### src/rtl/sai_isqrt.sv
module sai_isqrt (
    input  logic        clk,
    input  logic        rst_n,
    input  logic        start,
    input  logic [62:0] m_in,
    output logic        done,
    output logic [31:0] root
);

    logic [63:0] m_reg, res_reg, bit_reg, trial;
    logic [4:0]  cnt_reg;
    logic        busy_reg, done_reg;

    assign trial = res_reg + bit_reg;

    always_ff @(posedge clk or negedge rst_n)
    begin
        if (!rst_n)
        begin
            busy_reg <= 1'b0;
            done_reg <= 1'b0;
            cnt_reg  <= '0;
        end
        else
        begin
            done_reg <= 1'b0;
            if (start)
            begin
                busy_reg <= 1'b1;
                cnt_reg  <= '0;
            end
            else if (busy_reg)
            begin
                cnt_reg <= cnt_reg + 5'd1;
                if (cnt_reg == 5'd31)
                begin
                    busy_reg <= 1'b0;
                    done_reg <= 1'b1;
                end
            end
        end
    end

    // one result bit per cycle, restoring form
    always_ff @(posedge clk)
    begin
        if (start)
        begin
            m_reg   <= {1'b0, m_in};
            res_reg <= '0;
            bit_reg <= 64'h4000_0000_0000_0000;
        end
        else if (busy_reg)
        begin
            if (m_reg >= trial)
            begin
                m_reg   <= m_reg - trial;
                res_reg <= (res_reg >> 1) + bit_reg;
            end
            else
            begin
                res_reg <= res_reg >> 1;
            end
            bit_reg <= bit_reg >> 2;
        end
    end

    assign done = done_reg;
    assign root = res_reg[31:0];

endmodule

### config.mk
export PLATFORM = sky130hd
export DESIGN_NAME = sai_isqrt
export DESIGN_NICKNAME = d
export VERILOG_FILES = /design/src/rtl/sai_isqrt.sv
export SDC_FILE = /design/constraint.sdc
export NUM_CORES = 1
export LEC_CHECK = 0
export ABC_AREA = 1
export BUFFER_PORTS_ARGS = -buffer_cell sky130_fd_sc_hd__buf_2
export CORE_AREA = 2 2 284 286
export DETAILED_ROUTE_END_ITERATION = 6
export DIE_AREA = 0 0 286 288
export GPL_TIMING_DRIVEN = 0
export PLACE_DENSITY_LB_ADDON = 0.12
export REMOVE_ABC_BUFFERS = 1
export SYNTH_ARGS = -nofsm -noshare
export SYNTH_HDL_FRONTEND = slang
export SYNTH_SLANG_ARGS = --single-unit
### constraint.sdc
create_clock -name clk -period 5.75 [get_ports clk]
set_input_delay 0.2875 -clock clk [delete_from_list [all_inputs] [get_ports clk]]
set_output_delay 0.2875 -clock clk [all_outputs]
set_load 0.02 [all_outputs]
==> out/qor.txt <==
layout net count: 3679
post-synthesis mux area share: 0%
R2R Path End: m_reg[7]
drt first pass iters: 5
IO buf count: 98
Routed WL: 86210 um
Initial DRC Count: 1291
YS warnings: 0
Seq/Total Area, Yosys: 20.36%
Post-Synth Simple-Gate Area: 41.17%
worst endpoint data arrival time: 5.69 ns
Leak: 9.687 nW
Worst R2R Start: res_reg[22]
Top Ports: 99
R2R depth: 18
Clk Latency, worst-skew pair: 0.52 ns
Post-synth ARST share: 4.192%
Final Worst Setup Slack: 0.2678 ns
Clock Sinks: 167
Final Util: 27.48%
hpwl dp: 71400 um
worst-path fanout max: 29
antenna violations before repair: 0
outcome: complete, no violations
Avg Inst Size Synth: 5.727 um^2
GR Util All Layers: 20.74%
Top FF cell, synth: dfxtp_1
# H-tree levels: 4
Root Driver: clkbuf_16
layout cells sized above 1: 6.356%
Final Hold Fails: 0
vias: 21.32k
Final Setup Violations: 0
Slew HR: 41.87%
Routability Congestion: 0.9100
Die Wd: 286 um
row count: 104
clock-pin slew on the worst setup and hold paths: 0.09 ns
initial core utilization: 24.73%
hold crit path type: input pin to flip-flop
Yosys reg bits: 167
ant diodes: 0
total power: 9.243 mW
Area Growth Syn to Fin: 11.11%
crit path to: m_reg[7]
XOR/XNOR Fraction of Synth Area: 3.914%
WL per Instance: 18.93 um
Crit path required time: 5.96 ns
Post-synth EDFFs: 63
post-route ant nets: 0
main combinational cell family by area after synthesis: simple AND/OR/NAND/NOR gates
vias in the first global route: 21.02k
Final Non-Filler Cells: 4553
slew of the pin with the lowest slew margin: 0.8719 ns
Post-Synthesis Cells: 3439
synth unique cells: 50
vias per inst: 4.683
crit path kind: flip-flop to flip-flop
Final Skew: 0.01875 ns
first-pass GRT wire length: 126700 um
flop2flop setup slack: 0.27 ns
Die ar.: 0.08237 mm^2
drt drc: 0
Num CTS Buffers: 17
CTS tree: yes
maximum clock rate: 182.4 MHz
CP startpoint: res_reg[22]
fin crit period: 5.482 ns
Slew Limit Fails: 0
sum of negative setup slack: 0 ns
peak supply drop: 0.2424 mV
unrepaired setup endpoints after global routing: no
Congestion Overflow GR: 0
adder-cell share of the synthesized area: 8.488%
pre-CTS setup slack: -1.540 ns
Setup crit start kind: flip-flop
PwrDens: 422.4 mW/mm^2
fillers: 9291
CP endpoint kind: flip-flop
largest net degree at the start of global routing: 69
Clock Path Buffers: 2
Netlist Area Pre-Place: 0.01969 mm^2
DP Cell Count: 4513
Die H: 288 um
Max Cap Violations: 0
period utilisation layout: 95.34%
post-synthesis compound-gate area fraction: 12.99%
Core Region: 0.07964 mm^2
==> synth_stat cells, types with 17 or more instances <==
cell,n,area [um^2]
a21oi_1,183,915.9
buf_2,17,85.08
buf_4,34,255.2
clkbuf_1,32,120.1
dfxtp_1,97,1942
edfxtp_1,63,1892
ha_1,132,1652
inv_1,527,1978
nand2_1,1158,4347
nand3_1,270,1351
nand3b_1,20,150.1
nand4_1,31,193.9
nor2_1,373,1400
nor3_1,34,170.2
o21ai_0,185,925.9
o21bai_1,26,195.2
o22ai_1,31,193.9
or2_2,18,112.6
xnor2_1,45,394.1
xor2_1,43,376.6
==> worst min path at each step <==
stage          slack, ns    endpoint  depth (start not counted)      from
2_1_floorplan     -0.008    busy_reg                          0     rst_n
3_3_place_gp        0.14  cnt_reg[0]                          1     rst_n
3_5_place_dp        0.14  cnt_reg[0]                          1     rst_n
4_1_cts            0.005   m_reg[53]                          3  m_in[53]
5_1_grt             0.03   m_reg[49]                          3  m_in[49]
6_report            0.04   m_reg[41]                          3  m_in[41]
==> cell type report <==
cell class	count	area (um^2)	share of cell area, %
clock buffer	17	425.4	1.944
clock inverter	15	155.1	0.7091
inverter	534	2006	9.166
multi-input combinational	2651	13250	60.56
sequential	167	4018	18.36
tap	1060	1326	6.061
timing repair buffer	109	700.7	3.202
==> layout by cell type, fill, tap and decap left out, types with 5 or more instances in the layout <==
cell type,n
nand2_1,1156
inv_1,526
nor2_1,371
nand3_1,270
a21oi_1,183
o21ai_0,175
ha_1,132
buf_2,97
dfxtp_1,90
edfxtp_1,63
xnor2_1,45
xor2_1,40
nor3_1,33
nand4_1,31
o22ai_1,31
o21bai_1,26
o21ai_1,22
nand3b_1,20
or2_2,18
clkbuf_16,17
nand3_2,16
nor4_1,11
a21o_1,9
nand2_2,8
inv_2,7
dfrtp_1,7
dfxtp_2,7
nor2_2,6
o211ai_1,5
o21a_1,5
inv_8,5
buf_12,5
==> power by group <==
group	internal, mW	switching, mW	total, mW
Sequential	1.69	0.312	2.00
Clock	0.580	0.673	1.25
Combinational	1.85	4.15	5.99
Total	4.11	5.13	9.24
==> cells by family (layout without fill, tap and decap cells) <==
| family | count (synthesis) | after routing |
|---|---|---|
| flops | 167 | 167 |
| fa+ha+maj | 133 | 133 |
| simple gates | 1954 | 1958 |
| xor+xnor | 88 | 88 |
| compound gates | 472 | 472 |
| buf+inv | 625 | 675 |
==> routing by layer <==
layer  global-route usage, %  routed length (um)  up-vias
met5                       0                   0        -
met4                   7.526                2623        0
met3                   2.187                2327      100
met2                   34.93               40030      330
met1                   27.33               41220     9826
li1                        -                   -    11070
==> worst max-delay path, stage by stage (launching register included) <==
cell and delay (ns):
dfxtp_2 0.41, ha_1 0.44, nand2_1 0.10, o21ai_0 0.38, nand2_1 0.17, o21ai_1 0.31
a21oi_1 0.13, o211ai_1 0.37, xnor2_1 0.15, ha_1 0.40, nand2_1 0.12, nor2_1 0.32
nand2_1 0.19, nor3_4 0.34, nand2_8 0.24, nand2_8 0.28, nand2_2 0.21, nand2_8 0.24
buf_12 0.24
==> through the flow <==
step                      cell area (um^2)  hold slack, ns
after global routing                 21880         0.02746
after floorplan                      19120       -0.008091
final                                21880         0.03687
after global placement               20940          0.1442
after CTS                            21790        0.005477
after detailed placement             21130          0.1412
==> timing repair <==
item                       in CTS  in global routing
setup endpoints to repair     128                 98
setup buffers                   0                  2
pin swaps                       1                  2
cloned                          3                  1
hold endpoints to repair        7                  0
gates resized for setup         9                 18
hold buffers                    1                  0
(Power assumes the default switching activity.)
