===== src/rtl/sai_pkg.sv =====
package sai_pkg;

    // datapath widths of the shared cordic unit
    localparam int XW = 40;
    localparam int ZW = 34;

    // default parameter values
    localparam int DEF_MAX_ARC_POINTS = 100001;
    localparam int DEF_CORDIC_ITERS   = 24;

    // cordic start gain, 0.60725293 in q2.30
    localparam logic [XW-1:0] CORDIC_GAIN_INV = XW'(652032874);
    // 2^32 / (2*pi), rounded
    localparam logic [29:0]   TURN_PER_RAD    = 30'd683565276;
    localparam logic [31:0]   HALF_TURN       = 32'h8000_0000;

    typedef struct packed {
        logic start;
        logic vec;
    } cordic_cmd_t;

    function automatic logic [31:0] atan_bau(input logic [4:0] idx);
        logic [31:0] v;
        case (idx)
            5'd0:  v = 32'd536870912;
            5'd1:  v = 32'd316933406;
            5'd2:  v = 32'd167458907;
            5'd3:  v = 32'd85004756;
            5'd4:  v = 32'd42667331;
            5'd5:  v = 32'd21354465;
            5'd6:  v = 32'd10679838;
            5'd7:  v = 32'd5340245;
            5'd8:  v = 32'd2670163;
            5'd9:  v = 32'd1335087;
            5'd10: v = 32'd667544;
            5'd11: v = 32'd333772;
            5'd12: v = 32'd166886;
            5'd13: v = 32'd83443;
            5'd14: v = 32'd41722;
            5'd15: v = 32'd20861;
            5'd16: v = 32'd10430;
            5'd17: v = 32'd5215;
            5'd18: v = 32'd2608;
            5'd19: v = 32'd1304;
            5'd20: v = 32'd652;
            5'd21: v = 32'd326;
            5'd22: v = 32'd163;
            5'd23: v = 32'd81;
            5'd24: v = 32'd41;
            5'd25: v = 32'd20;
            5'd26: v = 32'd10;
            5'd27: v = 32'd5;
            5'd28: v = 32'd3;
            5'd29: v = 32'd1;
            5'd30: v = 32'd1;
            default: v = 32'd0;
        endcase
        return v;
    endfunction

endpackage


===== src/rtl/sai_cordic.sv =====
module sai_cordic #(
    parameter int CORDIC_ITERS = sai_pkg::DEF_CORDIC_ITERS
) (
    input  logic                              clk,
    input  logic                              rst_n,
    input  sai_pkg::cordic_cmd_t              cmd,
    input  logic signed [sai_pkg::XW-1:0]     x_in,
    input  logic signed [sai_pkg::XW-1:0]     y_in,
    input  logic signed [sai_pkg::ZW-1:0]     z_in,
    output logic                              done,
    output logic signed [sai_pkg::XW-1:0]     x_out,
    output logic signed [sai_pkg::XW-1:0]     y_out,
    output logic signed [sai_pkg::ZW-1:0]     z_out
);

    logic signed [sai_pkg::XW-1:0] x_reg, y_reg, xs, ys;
    logic signed [sai_pkg::ZW-1:0] z_reg, at;
    logic [5:0] cnt_reg;
    logic       busy_reg, vec_reg, done_reg, ccw;

    always_comb
    begin
        xs  = x_reg >>> cnt_reg;
        ys  = y_reg >>> cnt_reg;
        at  = sai_pkg::ZW'(sai_pkg::atan_bau(cnt_reg[4:0]));
        // vectoring drives y to zero, rotation drives z to zero
        ccw = vec_reg ? !(y_reg > 0) : !z_reg[sai_pkg::ZW-1];
    end

    always_ff @(posedge clk or negedge rst_n)
    begin
        if (!rst_n)
        begin
            busy_reg <= 1'b0;
            done_reg <= 1'b0;
            cnt_reg  <= '0;
            vec_reg  <= 1'b0;
        end
        else
        begin
            done_reg <= 1'b0;
            if (cmd.start)
            begin
                busy_reg <= 1'b1;
                cnt_reg  <= '0;
                vec_reg  <= cmd.vec;
            end
            else if (busy_reg)
            begin
                cnt_reg <= cnt_reg + 6'd1;
                if (cnt_reg == 6'(CORDIC_ITERS - 1))
                begin
                    busy_reg <= 1'b0;
                    done_reg <= 1'b1;
                end
            end
        end
    end

    always_ff @(posedge clk)
    begin
        if (cmd.start)
        begin
            x_reg <= x_in;
            y_reg <= y_in;
            z_reg <= z_in;
        end
        else if (busy_reg)
        begin
            if (ccw)
            begin
                x_reg <= x_reg - ys;
                y_reg <= y_reg + xs;
                z_reg <= z_reg - at;
            end
            else
            begin
                x_reg <= x_reg + ys;
                y_reg <= y_reg - xs;
                z_reg <= z_reg + at;
            end
        end
    end

    assign done  = done_reg;
    assign x_out = x_reg;
    assign y_out = y_reg;
    assign z_out = z_reg;

endmodule


===== config.mk =====
export PLATFORM = sky130hd
export DESIGN_NAME = sai_cordic
export DESIGN_NICKNAME = d
export VERILOG_FILES = /design/src/rtl/sai_pkg.sv /design/src/rtl/sai_cordic.sv
export SDC_FILE = /design/constraint.sdc
export NUM_CORES = 1
export LEC_CHECK = 0
export ABC_AREA = 1
export BUFFER_PORTS_ARGS = -buffer_cell sky130_fd_sc_hd__buf_2
export CORE_ASPECT_RATIO = 1.1
export CORE_MARGIN = 1.5
export CORE_UTILIZATION = 47
export CTS_CLUSTER_SIZE = 20
export DETAILED_ROUTE_END_ITERATION = 8
export HOLD_SLACK_MARGIN = 0.08
export PLACE_DENSITY = 0.75
export SLEW_MARGIN = 5
export SYNTH_ARGS = -nofsm -noshare
export SYNTH_HDL_FRONTEND = slang
export SYNTH_SLANG_ARGS = --single-unit

===== constraint.sdc =====
create_clock -name clk -period 6.6 [get_ports clk]
set_input_delay 0.33 -clock clk [delete_from_list [all_inputs] [get_ports clk]]
set_output_delay 0.33 -clock clk [all_outputs]
set_load 0.01 [all_outputs]

==> flow_metrics.env, run 1 <==
export IMPL_run_status="finished, final reports clean"
export IMPL_reg2reg_to="x_out[34]"
export IMPL_setup_slack_ns=0.7310
export IMPL_post_synth_inst_count=3443
export IMPL_numCtsBuffers=17
export IMPL_setup_repair_after_global_routing_missed_its_margin="false"
export IMPL_worstPathArrival_ns=6.10
export IMPL_reg2reg_from="cnt_reg[1]"
export IMPL_kind_of_path_behind_the_tightest_hold_check="in -> reg"
export IMPL_fin_setup_tns_ns=0
export IMPL_dieArea_um2=44320
export IMPL_slew_at_the_pin_with_the_worst_max_slew_slack_ns=1.031
export IMPL_setup_viol=0
export IMPL_whs_path_depth=3
export IMPL_core_area_um2=42400
export IMPL_synth_seq_area_share=0.1802
export IMPL_worst_ep_required_time_ns=6.83
export IMPL_cp_top_family="compound AO/OA/AOI/OAI gates"
export IMPL_hold_path_startpoint="y_in[10]"
export IMPL_grt_first_pass_wirelength_mm=125.5
export IMPL_worstRegToRegCells=31
export IMPL_timing_critical_path_mode_cell="sky130_fd_sc_hd__nand2_1"
export IMPL_ctsHtreeMaxLevel=4
export IMPL_drc_errors=0
export IMPL_worst_hold_slack_ns=0.1109
export IMPL_share_of_post_route_cells_with_drive_strength_above_1=0.1238
export IMPL_timing_setup_critical_path_class="reg -> reg"
export IMPL_total_nets_after_synthesis=3693
export IMPL_top_level_ports=233
export IMPL_timing_critical_path_to_type="flop"
export IMPL_clock_fmax_ghz=0.1704
export IMPL_placedInstanceArea_um2=21840
export IMPL_initial_antenna_violation_count=0
export IMPL_gp_routability_congestion=1.102
export IMPL_floorplan_rows=79
export IMPL_synth_top_flop_cell="sky130_fd_sc_hd__edfxtp_1"
export IMPL_slew_headroom=0.3130
export IMPL_crit_start="cnt_reg[1]"
export IMPL_grt_max_degree=92
export IMPL_ys_warn_count=0
export IMPL_placement_setup_worst_slack_ns=0.9365
export IMPL_tritoncts="yes"
export IMPL_grt_remaining_overflow=0
export IMPL_floorplan_initialDensity=0.4774
export IMPL_syn_area_per_cell_um2=5.879
export IMPL_clockRootBuffer="sky130_fd_sc_hd__clkbuf_16"
export IMPL_post_synth_top_area_fraction=0.2105
export IMPL_clock_insertion_delay_worst_skew_ns=0.49
export IMPL_finish_net_count=3857
export IMPL_buffer_ports_inserted=232
export IMPL_final_cell_mix="1134 x sky130_fd_sc_hd__nand2_1, 548 x sky130_fd_sc_hd__nand3_1, 287 x sky130_fd_sc_hd__inv_1, 281 x sky130_fd_sc_hd__nor2_1, 231 x sky130_fd_sc_hd__buf_2"
export IMPL_cts_max_path_buffers=2
export IMPL_setup_slack_reg_to_reg_ns=0.73
export IMPL_final_cell_area_um2=22470
export IMPL_vias=24520
export IMPL_timing_max_transition_violations_final=0
export IMPL_die_h_um=220.7
export IMPL_critPathBufInv=5
export IMPL_area_growth_synth_to_final_pct=10.99
export IMPL_synth_area_leaders="sky130_fd_sc_hd__nand2_1 21%, sky130_fd_sc_hd__edfxtp_1 17%, sky130_fd_sc_hd__nand3_1 14%"
export IMPL_drt_iter0_drc=2977
export IMPL_timing_final_crit_period_ns=5.869
export IMPL_hold_viol_final=0
export IMPL_async_reset_ff_frac=0.07317
export IMPL_firstDrtPassIters=8
export IMPL_cts_sinks=123
export IMPL_crit_path_start_kind="flop"
export IMPL_layout_filler_cells=4493
export IMPL_routed_wire_length_per_instance_um=19.73
export IMPL_yosys_register_bits=123
export IMPL_fin_worst_skew_ns=0.02002
export IMPL_final_common_cell="sky130_fd_sc_hd__nand2_1"
export IMPL_route_detailed_vias_per_inst=5.855
export IMPL_syn_area_um2=20240
export IMPL_dpl_hpwl_mm=65.60
export IMPL_vias_in_the_first_global_route=22390
export IMPL_clkSlewWorstSetupHoldPaths_ns=0.06
export IMPL_fp_dieW_um=200.9
export IMPL_groute_usage_overall=0.3660
export IMPL_timing_final_crit_share=0.8892
export IMPL_end_of_the_worst_hold_path="y_out[10]"
export IMPL_crit_slowest_cell="sky130_fd_sc_hd__dfrtp_2"
export IMPL_number_of_flops_mapped_to_enable_cells_by_yosys=114
export IMPL_synth_cell_type_count=58
export IMPL_synth_top_cell_by_area="sky130_fd_sc_hd__nand2_1"
export IMPL_max_cap_viol_count=0
export IMPL_critical_path_max_stage_delay_ns=0.73
export IMPL_ant_nets=0
export IMPL_finalWirelength_mm=82.65
export IMPL_critical_path_max_fanout=45
==> kinds of logic (layout without fill, tap and decap cells) <==
group,Yosys count,after routing,share of synthesized area
AOI/OAI and AO/OA,476,476,0.1345
other,0,1,0
and+or+nand+nor,2164,2164,0.4620
xor gates and xnor gates,112,112,0.04846
buffers and inverters,436,613,0.09210
adders and majority gates,132,132,0.08271
DFF,123,123,0.1802
==> per-stage QoR <==
stage,utilization,std cells
final,0.5298,4188
after global routing,0.5298,4187
after CTS,0.5298,4187
after detailed placement,0.5150,4153
after global placement,0.5150,4153
after floorplan,-,3443
==> area by class of cell <==
type	instances	area (µm²)	share of cell area
Antenna cell	1	2.502	0.0001114
Clock buffer	21	460.4	0.02049
Clock inverter	11	146.4	0.006516
Inverter	304	1147	0.05107
Multi-Input combinational cell	2884	14750	0.6567
Sequential cell	123	3654	0.1626
Tap cell	567	709.4	0.03158
Timing Repair Buffer	277	1594	0.07095
==> synthesized netlist by cell type (3+ instances only) <==
| library cell | count |
|---|---|
| sky130_fd_sc_hd__a21boi_0 | 7 |
| sky130_fd_sc_hd__a21o_1 | 10 |
| sky130_fd_sc_hd__a21oi_1 | 195 |
| sky130_fd_sc_hd__a21oi_2 | 3 |
| sky130_fd_sc_hd__a221oi_1 | 3 |
| sky130_fd_sc_hd__a31oi_1 | 32 |
| sky130_fd_sc_hd__and3_1 | 3 |
| sky130_fd_sc_hd__buf_1 | 12 |
| sky130_fd_sc_hd__buf_2 | 37 |
| sky130_fd_sc_hd__buf_4 | 11 |
| sky130_fd_sc_hd__buf_6 | 18 |
| sky130_fd_sc_hd__clkbuf_1 | 54 |
| sky130_fd_sc_hd__dfrtp_1 | 9 |
| sky130_fd_sc_hd__edfxtp_1 | 114 |
| sky130_fd_sc_hd__fa_1 | 3 |
| sky130_fd_sc_hd__ha_1 | 129 |
| sky130_fd_sc_hd__inv_1 | 288 |
| sky130_fd_sc_hd__inv_2 | 12 |
| sky130_fd_sc_hd__nand2_1 | 1135 |
| sky130_fd_sc_hd__nand2_2 | 8 |
| sky130_fd_sc_hd__nand3_1 | 548 |
| sky130_fd_sc_hd__nand3_2 | 5 |
| sky130_fd_sc_hd__nand3b_1 | 4 |
| sky130_fd_sc_hd__nand4_1 | 29 |
| sky130_fd_sc_hd__nor2_1 | 281 |
| sky130_fd_sc_hd__nor2_2 | 28 |
| sky130_fd_sc_hd__nor2_4 | 5 |
| sky130_fd_sc_hd__nor3_1 | 33 |
| sky130_fd_sc_hd__nor4_1 | 17 |
| sky130_fd_sc_hd__o211ai_1 | 15 |
| sky130_fd_sc_hd__o21a_1 | 15 |
| sky130_fd_sc_hd__o21ai_0 | 123 |
| sky130_fd_sc_hd__o21ai_1 | 22 |
| sky130_fd_sc_hd__o21ai_2 | 3 |
| sky130_fd_sc_hd__o21bai_1 | 9 |
| sky130_fd_sc_hd__o221ai_1 | 6 |
| sky130_fd_sc_hd__o22ai_1 | 5 |
| sky130_fd_sc_hd__o31ai_1 | 17 |
| sky130_fd_sc_hd__or2_2 | 60 |
| sky130_fd_sc_hd__xnor2_1 | 42 |
| sky130_fd_sc_hd__xor2_1 | 70 |
==> repair_timing <==
item                       CTS  global route
hold endpoints to repair    10             0
resized for setup            0             0
hold buffers                 2             0
setup buffers                0             0
setup endpoints to repair    0             0
==> worst max path at each step <==
stage / endpoint / slack [ns] / cells past startpoint
finish: x_out[34] / 0.73 / 31
global route: x_out[34] / 0.29 / 29
CTS: z_out[31] / 0.87 / 28
detailed placement: z_out[31] / 0.94 / 28
global placement: z_out[31] / 0.95 / 28
floorplan: z_out[31] / 2.13 / 28
==> worst register-to-register path: cells and delay by family, from the launching register on <==
kind            cells  cell delay, ns
xor+xnor            1            0.12
fa+ha+maj           1            0.31
buf+inv             5            0.52
flops               1            0.73
compound gates      8            2.12
simple gates       16            1.82
==> routing by layer <==
metal  wire (µm)  share of wire  up-vias  GRT usage
met5           0              0        -          0
met4        4266          0.052        0     0.1955
met3        8596           0.10      253    0.07688
met2       36850           0.45     1385     0.5948
met1       32940           0.40    11040     0.4568
li1            -              -    11850          -
Power of run 1 is left out: the tool's default activity adds up to more than one toggle a clock period on the data nets, which glitch-free logic cannot reach.
==> run 2: changes to the inputs <==
PLACE_DENSITY = 0.66   (was 0.75)
==> run 2 against run 1 <==
  * Global-route usage up 1.5 points
  * Sequential cell count unchanged
  * Worst hold slack better by 0.014 ns
  * Non-clock buffer count down 1
  * Final cell count about the same
  * Count of clock-buffer cells in the layout up 3
  * Sequential share of layout area about the same
  * Critical path depth down 2
==> flow_metrics.env, run 2 (synthesis results as in run 1) <==
export IMPL_tritoncts="yes"
export IMPL_top_level_ports=233
export IMPL_timing_setup_critical_path_class="reg -> reg"
export IMPL_gp_routability_congestion=1.098
export IMPL_worst_hold_slack_ns=0.1251
export IMPL_clock_fmax_ghz=0.1672
export IMPL_kind_of_path_behind_the_tightest_hold_check="in -> reg"
export IMPL_grt_first_pass_wirelength_mm=130.2
export IMPL_critical_path_max_fanout=46
export IMPL_timing_critical_path_to_type="flop"
export IMPL_drc_errors=0
export IMPL_clockRootBuffer="sky130_fd_sc_hd__clkbuf_16"
export IMPL_slew_headroom=0.3119
export IMPL_area_growth_synth_to_final_pct=10.82
export IMPL_fin_setup_tns_ns=0
export IMPL_clock_insertion_delay_worst_skew_ns=0.47
export IMPL_timing_final_crit_period_ns=5.982
export IMPL_run_status="finished, final reports clean"
export IMPL_routed_wire_length_per_instance_um=20.59
export IMPL_multi_input_area_um2=14750
export IMPL_dieArea_um2=44320
export IMPL_crit_slowest_cell="sky130_fd_sc_hd__dfrtp_2"
export IMPL_timing_final_crit_share=0.9064
export IMPL_firstDrtPassIters=6
export IMPL_setup_viol=0
export IMPL_setup_repair_after_global_routing_missed_its_margin="false"
export IMPL_ctsHtreeMaxLevel=4
export IMPL_floorplan_initialDensity=0.4774
export IMPL_route_detailed_vias_per_inst=5.949
export IMPL_end_of_the_worst_hold_path="z_out[24]"
export IMPL_worstPathArrival_ns=6.20
export IMPL_hold_viol_final=0
export IMPL_grt_max_degree=92
export IMPL_fin_worst_skew_ns=0.01082
export IMPL_die_h_um=220.7
export IMPL_vias_in_the_first_global_route=23110
export IMPL_reg2reg_to="x_out[39]"
export IMPL_post_place_cells=4152
export IMPL_share_of_post_route_cells_with_drive_strength_above_1=0.1224
export IMPL_buffer_ports_inserted=232
export IMPL_clkSlewWorstSetupHoldPaths_ns=0.06
export IMPL_cts_resized=0
export IMPL_worstRegToRegCells=29
export IMPL_vias=24900
export IMPL_slew_at_the_pin_with_the_worst_max_slew_slack_ns=1.032
export IMPL_core_area_um2=42400
export IMPL_post_cts_setup_buffer_count=0
export IMPL_crit_path_start_kind="flop"
export IMPL_finalWirelength_mm=86.17
export IMPL_groute_usage_overall=0.3807
export IMPL_reg2reg_from="cnt_reg[1]"
export IMPL_finish_net_count=3856
export IMPL_timing_critical_path_mode_cell="sky130_fd_sc_hd__nand3_1"
export IMPL_final_cell_mix="1134 x sky130_fd_sc_hd__nand2_1, 548 x sky130_fd_sc_hd__nand3_1, 287 x sky130_fd_sc_hd__inv_1, 281 x sky130_fd_sc_hd__nor2_1, 231 x sky130_fd_sc_hd__buf_2"
export IMPL_fp_dieW_um=200.9
export IMPL_floorplan_rows=79
export IMPL_numCtsBuffers=17
export IMPL_worst_ep_required_time_ns=6.82
export IMPL_instances_no_fill=4186
export IMPL_regArea_um2=3654
export IMPL_drt_iter0_drc=2641
export IMPL_timing_max_transition_violations_final=0
export IMPL_critical_path_max_stage_delay_ns=0.60
export IMPL_diode_count=0
export IMPL_max_cap_viol_count=0
export IMPL_dpl_hpwl_mm=69.14
export IMPL_initial_antenna_violation_count=0
export IMPL_layout_filler_cells=4492
export IMPL_grt_remaining_overflow=0
export IMPL_setup_slack_reg_to_reg_ns=0.62
export IMPL_hold_path_startpoint="z_in[24]"
export IMPL_cts_sinks=123
export IMPL_whs_path_depth=3
export IMPL_final_common_cell="sky130_fd_sc_hd__nand2_1"
export IMPL_cts_max_path_buffers=2
export IMPL_ant_nets=0
[run 2: changes by cell type in the layout (fill, tap and decap cells not counted)]
cell                         before  now
sky130_fd_sc_hd__clkbuf_1         2    6
sky130_fd_sc_hd__clkinvlp_4       5    2
sky130_fd_sc_hd__buf_4           37   36
sky130_fd_sc_hd__clkbuf_8         2    1
sky130_fd_sc_hd__clkinv_2         3    4
sky130_fd_sc_hd__clkinv_4         1    0
sky130_fd_sc_hd__diode_2          1    0
[run 2: worst max path at each step]
stage / startpoint / end / slack (ns) / cells past startpoint
6_report: cnt_reg[1] / x_out[39] / 0.62 / 29
2_1_floorplan: cnt_reg[0] / z_out[31] / 2.13 / 28
3_3_place_gp: cnt_reg[0] / z_out[25] / 0.80 / 26
5_1_grt: cnt_reg[1] / x_out[34] / 0.26 / 27
3_5_place_dp: cnt_reg[0] / z_out[25] / 0.80 / 26
4_1_cts: cnt_reg[0] / z_out[25] / 0.80 / 26
[run 2: what timing repair did]
| action | CTS | global route |
|---|---|---|
| hold buffers | 2 | 0 |
| setup endpoints to repair | 0 | 0 |
| endpoints found under the hold margin | 10 | 0 |
[run 2: final cells by class]
class                      count  share of cell area
multi-input combinational   2884              0.6577
sequential                   123              0.1629
timing repair buffer         276             0.07073
tap                          567             0.03163
clock inverter                 8            0.005355
inverter                     304             0.05115
clock buffer                  24             0.02058
[run 2: through the flow]
step / area (µm²) / utilization / setup WS [ns]
floorplan: 20240 / - / 2.125
detailed placement: 21830 / 0.5148 / 0.8000
finish: 22430 / 0.5290 / 0.6181
global route: 22430 / 0.5290 / 0.2593
global placement: 21830 / 0.5148 / 0.8038
CTS: 22430 / 0.5290 / 0.8027
[run 2: worst max-delay path, delay by kind of cell (launching register included)]
family	cells	cell delay (ns)
xor gates and xnor gates	1	0.21
DFF	1	0.60
buffers and inverters	2	0.58
AOI/OAI and AO/OA	7	1.56
and+or+nand+nor	17	2.24
adders and majority gates	2	0.51
[run 2: layer usage]
layer,track usage,share of wire,up-vias
met2,0.6251,0.45,1336
met4,0.2013,0.051,0
met1,0.4831,0.41,11460
li1,-,-,11840
met5,0,0,-
met3,0.05979,0.083,265
Power of run 2 is left out for the same reason.
